$ cat config.mk
export PLATFORM = sky130hd
export DESIGN_NAME = acs_ctrl
export DESIGN_NICKNAME = d
export VERILOG_FILES = /design/src/rtl/acs_pkg.sv /design/src/rtl/acs_ctrl.sv
export SDC_FILE = /design/constraint.sdc
export NUM_CORES = 1
export LEC_CHECK = 0
export ABC_CLOCK_PERIOD_IN_PS = 1000
export BUFFER_PORTS_ARGS = -buffer_cell sky130_fd_sc_hd__buf_2
export CORE_AREA = 4 4 41 43
export DETAILED_ROUTE_END_ITERATION = 10
export DIE_AREA = 0 0 45 47
export PLACE_DENSITY = 0.61
export SLEW_MARGIN = 20
export SYNTH_ARGS = -nofsm -noshare
export SYNTH_HDL_FRONTEND = slang
export SYNTH_SLANG_ARGS = --single-unit
$ cat constraint.sdc
create_clock -name clk -period 1 [get_ports clk]
set_clock_uncertainty 0.05 [all_clocks]
set_input_delay 0.2 -clock clk [delete_from_list [all_inputs] [get_ports clk]]
set_output_delay 0.2 -clock clk [all_outputs]
set_load 0.02 [all_outputs]
$ cat src/rtl/acs_pkg.sv
// shared types and constants for the accumulator cpu step block
`timescale 1ns / 1ps
package acs_pkg;

  localparam logic [1:0] REQ_WRITE   = 2'd0;
  localparam logic [1:0] REQ_READ    = 2'd1;
  localparam logic [1:0] REQ_RESTART = 2'd2;
  localparam logic [1:0] REQ_EXEC    = 2'd3;

  localparam logic [5:0] OP_READ   = 6'd10;
  localparam logic [5:0] OP_WRITE  = 6'd11;
  localparam logic [5:0] OP_LOAD   = 6'd20;
  localparam logic [5:0] OP_STORE  = 6'd21;
  localparam logic [5:0] OP_ADD    = 6'd30;
  localparam logic [5:0] OP_SUB    = 6'd31;
  localparam logic [5:0] OP_DIV    = 6'd32;
  localparam logic [5:0] OP_MUL    = 6'd33;
  localparam logic [5:0] OP_BR     = 6'd40;
  localparam logic [5:0] OP_BRNEG  = 6'd41;
  localparam logic [5:0] OP_BRZERO = 6'd42;

  localparam logic [2:0] STOP_RUN   = 3'd0;
  localparam logic [2:0] STOP_HALT  = 3'd1;
  localparam logic [2:0] STOP_DIVZ  = 3'd2;
  localparam logic [2:0] STOP_BADOP = 3'd3;
  localparam logic [2:0] STOP_PAST  = 3'd4;

  localparam int HALT_WORD = 9999;
  localparam int OP_SPLIT  = 100;
  // lowest word with a listed opcode and one past the highest word that decode lets through
  localparam int WORD_LO   = 1000;
  localparam int WORD_HI   = 4400;
  // opcode = (word * DIV_RECIP) >> DIV_SHIFT, exact for words below WORD_HI
  localparam int DIV_RECIP = 5243;
  localparam int DIV_SHIFT = 19;

  typedef struct packed {
    logic [1:0]         req_type;
    logic [6:0]         address;
    logic signed [31:0] data_value;
  } in_item_t;

  typedef struct packed {
    logic signed [31:0] result_value;
    logic               value_valid;
    logic               input_taken;
    logic [6:0]         program_counter;
    logic signed [31:0] accumulator_value;
    logic [2:0]         status;
  } out_item_t;

  typedef struct packed {
    logic capture;
    logic wr_req;
    logic rd_req;
    logic restart;
    logic stop_pc;
    logic fetch;
    logic rd_data;
    logic decode;
    logic oper;
    logic exec;
    logic div_end;
    logic load_out;
  } ctl_cmd_t;

  typedef struct packed {
    logic [1:0] req_type;
    logic       stopped;
    logic       pc_over;
    logic       dec_bad;
    logic       div_go;
    logic       div_done;
    logic       out_free;
  } dp_sts_t;

endpackage

$ cat src/rtl/acs_ctrl.sv
// sequencer for requests and instruction steps
`timescale 1ns / 1ps
module acs_ctrl (
  input  logic               clk,
  input  logic               rst_n,
  input  logic               in_valid,
  output logic               in_stall,
  input  acs_pkg::dp_sts_t   sts,
  output acs_pkg::ctl_cmd_t  cmd
);
  import acs_pkg::*;

  typedef enum logic [2:0] {
    S_IDLE, S_START, S_RDATA, S_DECODE, S_OPER, S_EXEC, S_DIV, S_RESP
  } state_t;

  state_t state_r, state_nxt;

  always_comb begin
    cmd       = '0;
    state_nxt = state_r;
    case (state_r)
      S_IDLE: begin
        if (in_valid) begin
          cmd.capture = 1'b1;
          state_nxt   = S_START;
        end
      end
      S_START: begin
        case (sts.req_type)
          REQ_WRITE: begin
            cmd.wr_req = 1'b1;
            state_nxt  = S_RESP;
          end
          REQ_READ: begin
            cmd.rd_req = 1'b1;
            state_nxt  = S_RDATA;
          end
          REQ_RESTART: begin
            cmd.restart = 1'b1;
            state_nxt   = S_RESP;
          end
          default: begin
            if (sts.stopped) begin
              state_nxt = S_RESP;
            end else if (sts.pc_over) begin
              cmd.stop_pc = 1'b1;
              state_nxt   = S_RESP;
            end else begin
              cmd.fetch = 1'b1;
              state_nxt = S_DECODE;
            end
          end
        endcase
      end
      S_RDATA: begin
        cmd.rd_data = 1'b1;
        state_nxt   = S_RESP;
      end
      S_DECODE: begin
        cmd.decode = 1'b1;
        state_nxt  = sts.dec_bad ? S_RESP : S_OPER;
      end
      S_OPER: begin
        cmd.oper  = 1'b1;
        state_nxt = S_EXEC;
      end
      S_EXEC: begin
        cmd.exec  = 1'b1;
        state_nxt = sts.div_go ? S_DIV : S_RESP;
      end
      S_DIV: begin
        if (sts.div_done) begin
          cmd.div_end = 1'b1;
          state_nxt   = S_RESP;
        end
      end
      S_RESP: begin
        if (sts.out_free) begin
          cmd.load_out = 1'b1;
          state_nxt    = S_IDLE;
        end
      end
      default: state_nxt = S_IDLE;
    endcase
  end

  always_ff @(posedge clk) begin
    if (!rst_n) begin
      state_r <= S_IDLE;
    end else begin
      state_r <= state_nxt;
    end
  end

  assign in_stall = (state_r != S_IDLE);

endmodule

==> reports/results.tsv <==
metric	value	unit
status	complete, but fails checks	
violations	negative setup slack	
drc	0	
num_vias	413	
layout_commonest_cell	buf_4	
tightest_slew	0.201	ns
totalWireLength	993	µm
critical_path.top_delay_family	simple AND/OR/NAND/NOR gates	
fin_ws	-0.467	ns
drt-initial-drc-count	0	
clkSinkCount	3	
grt_pass1_wl	1540	µm
final_cells	87	
largestRegisters	state_r x3	
setup_viol	16	
rows	13	
clockBufferDepth	2	
wl_per_cell	11.4	µm
yosysSeqAreaShare	0.183	
drv_slew	0	
drv_cap	0	
die_h	47	µm
end_kind	primary output	
initial_core_util	0.252	
clk_pin_slew	0.03	ns
worstSetupPathType	register to primary output	
dp.cells	82	
synth_top_area_frac	0.183	
cp.arrival	1.22	ns
synth_cells	39	
die-area	0.00212	mm²
max_freq	682	MHz
wl_met3	70	µm
avgSynthCellArea	8.41	µm²
dp_hpwl	767	µm
antennaDiodeCount	0	
layout_min_cycle_time	1.47	ns
startpoint	state_r[2]	
setup_tns	-5.20	ns
dr_wl_met2	532	µm
clock_latency	0.23	ns
grt.overflow.total	0	
synth_warnings	0	
leakagePower	0.000306	µW
portBuffers	23	
gp_congestion	0.743	
n_fill_cell	131	
path_max_fanout	5	
dieWidth	45	µm
period_share	1.47	
hold_buffers	0	
htreeDepth	1	
rsz0062_at_grt	true	
netlist-cell-type-count	26	
antenna_found_initial	0	
grt_pass1_vias	379	
layout.nets	84	
synth.area.top_cells	dfxtp_1, nor3b_1, and3b_2, o21ai_0, a311oi_2	
critPathLaunchType	register	
crit_required	0.75	ns
path_cells	nor2_4 -> nand2_4 -> nor4b_4 -> buf_4	
grt_max_degree	13	
hold_viol	0	
cpPeakStageDelay	0.34	ns
antenna_left	0	
highest_layer	met3	
holdCritStartpoint	rst_n	
slowest_stage	dfxtp_4	
numCtsBuffers	3	
vias_per_cell	4.75	
relSlewSlack	0.865	
io_pins	24	
met1_length	390	µm
hp-class	primary input to register	
synth_area	328	µm²
regMostFlops	state_r	
drtPass1Iterations	1	
r2r-start	state_r[2]	
cts_tree	done	
largest_register_ffs	3	
synthesis.nets	50	
final_cell_mix	buf_4, buf_2, buf_6	
core	0.00130	mm²
ys_seq_elements	3	
path_buf_inv	1	
final_layout_size_suffix_gt1_frac	0.792	
power_density	1250	mW/mm²
synth.largest_area_cell	dfxtp_1	
ir_worst_vdd	506	µV
cts_root_buf	clkbuf_4	
track_usage	0.102	
syn_to_final_growth	103	%
per-layer routing:
layer  track usage  vias to the layer above
met2         0.155                       13
li1              -                      214
met1         0.124                      186
met5             0                        -
met3        0.0498                        0
met4        0.0351                        0
path summary, 6_finish.rpt:
kind	slack (ns)	to	depth (start not counted)
max	-0.47	cmd[7]	4
max reg2reg	-0.21	state_r[0]	4
min reg2reg	0.52	state_r[2]	2
min	0.18	state_r[1]	3
through the flow:
step | utilization | cell area (µm²) | power (µW) | setup WS [ns] | hold WS (ns)
after floorplan | - | 405 | 447 | -0.204 | 0.281
after global placement | 0.435 | 566 | 558 | -0.248 | 0.412
after detailed placement | 0.435 | 566 | 562 | -0.258 | 0.419
after CTS | 0.502 | 653 | 837 | -0.481 | 0.172
after global routing | 0.511 | 664 | 908 | -0.557 | 0.164
final | 0.511 | 664 | 830 | -0.467 | 0.178
kinds of logic after synthesis:
kind of cell,after synthesis,synth area share
buffers and inverters,5,0.103
AND/OR/NAND/NOR,20,0.454
AO/OA/AOI/OAI,11,0.260
flip-flops,3,0.183
synth_stat cells:
| cell type | count |
|---|---|
| buf_6 | 1 |
| nand2b_1 | 1 |
| and4_2 | 1 |
| a211oi_1 | 1 |
| o211ai_2 | 1 |
| nand2_1 | 1 |
| and4b_1 | 1 |
| nor4_2 | 1 |
| nor4b_2 | 1 |
| a311oi_2 | 1 |
| a21oi_1 | 1 |
| nor3_1 | 1 |
| buf_4 | 2 |
| o21ai_1 | 1 |
| nor2_1 | 3 |
| a21bo_1 | 1 |
| inv_1 | 2 |
| nand2_2 | 2 |
| nor3b_1 | 3 |
| a21oi_2 | 1 |
| dfxtp_1 | 3 |
| a31oi_1 | 1 |
| or3_1 | 2 |
| o21ai_0 | 3 |
| and3b_2 | 2 |
| nand3b_1 | 1 |
worst reg2reg max path, stage by stage, from the launching register on:
cell and delay [ns]:
dfxtp_4 0.34, buf_4 0.17, or3_1 0.32, a21oi_2 0.14, a311oi_2 0.05
area by class of cell:
type,instances,area [µm²],area share
Clock buffer,4,26.3,0.0395
Inverter,2,7.51,0.0113
Sequential cell,3,71.3,0.107
Timing Repair Buffer,32,235,0.354
Multi-Input combinational cell,31,305,0.460
Tap cell,15,18.8,0.0282
where the power goes:
group / total [µW] / leakage [µW] / internal (µW) / switching, µW
clock: 209 / 0.0000150 / 149 / 59.7
sequential: 175 / 0.0000267 / 145 / 30.1
combinational: 446 / 0.000264 / 224 / 222
total: 830 / 0.000306 / 518 / 312
repair_timing:
item,CTS,global route
hold endpoints to repair,0,0
setup buffers,1,0
setup endpoints to repair,16,16
gates resized for setup,20,3
pin swaps,4,2
No activity file was read; power rests on OpenSTA's default activity.
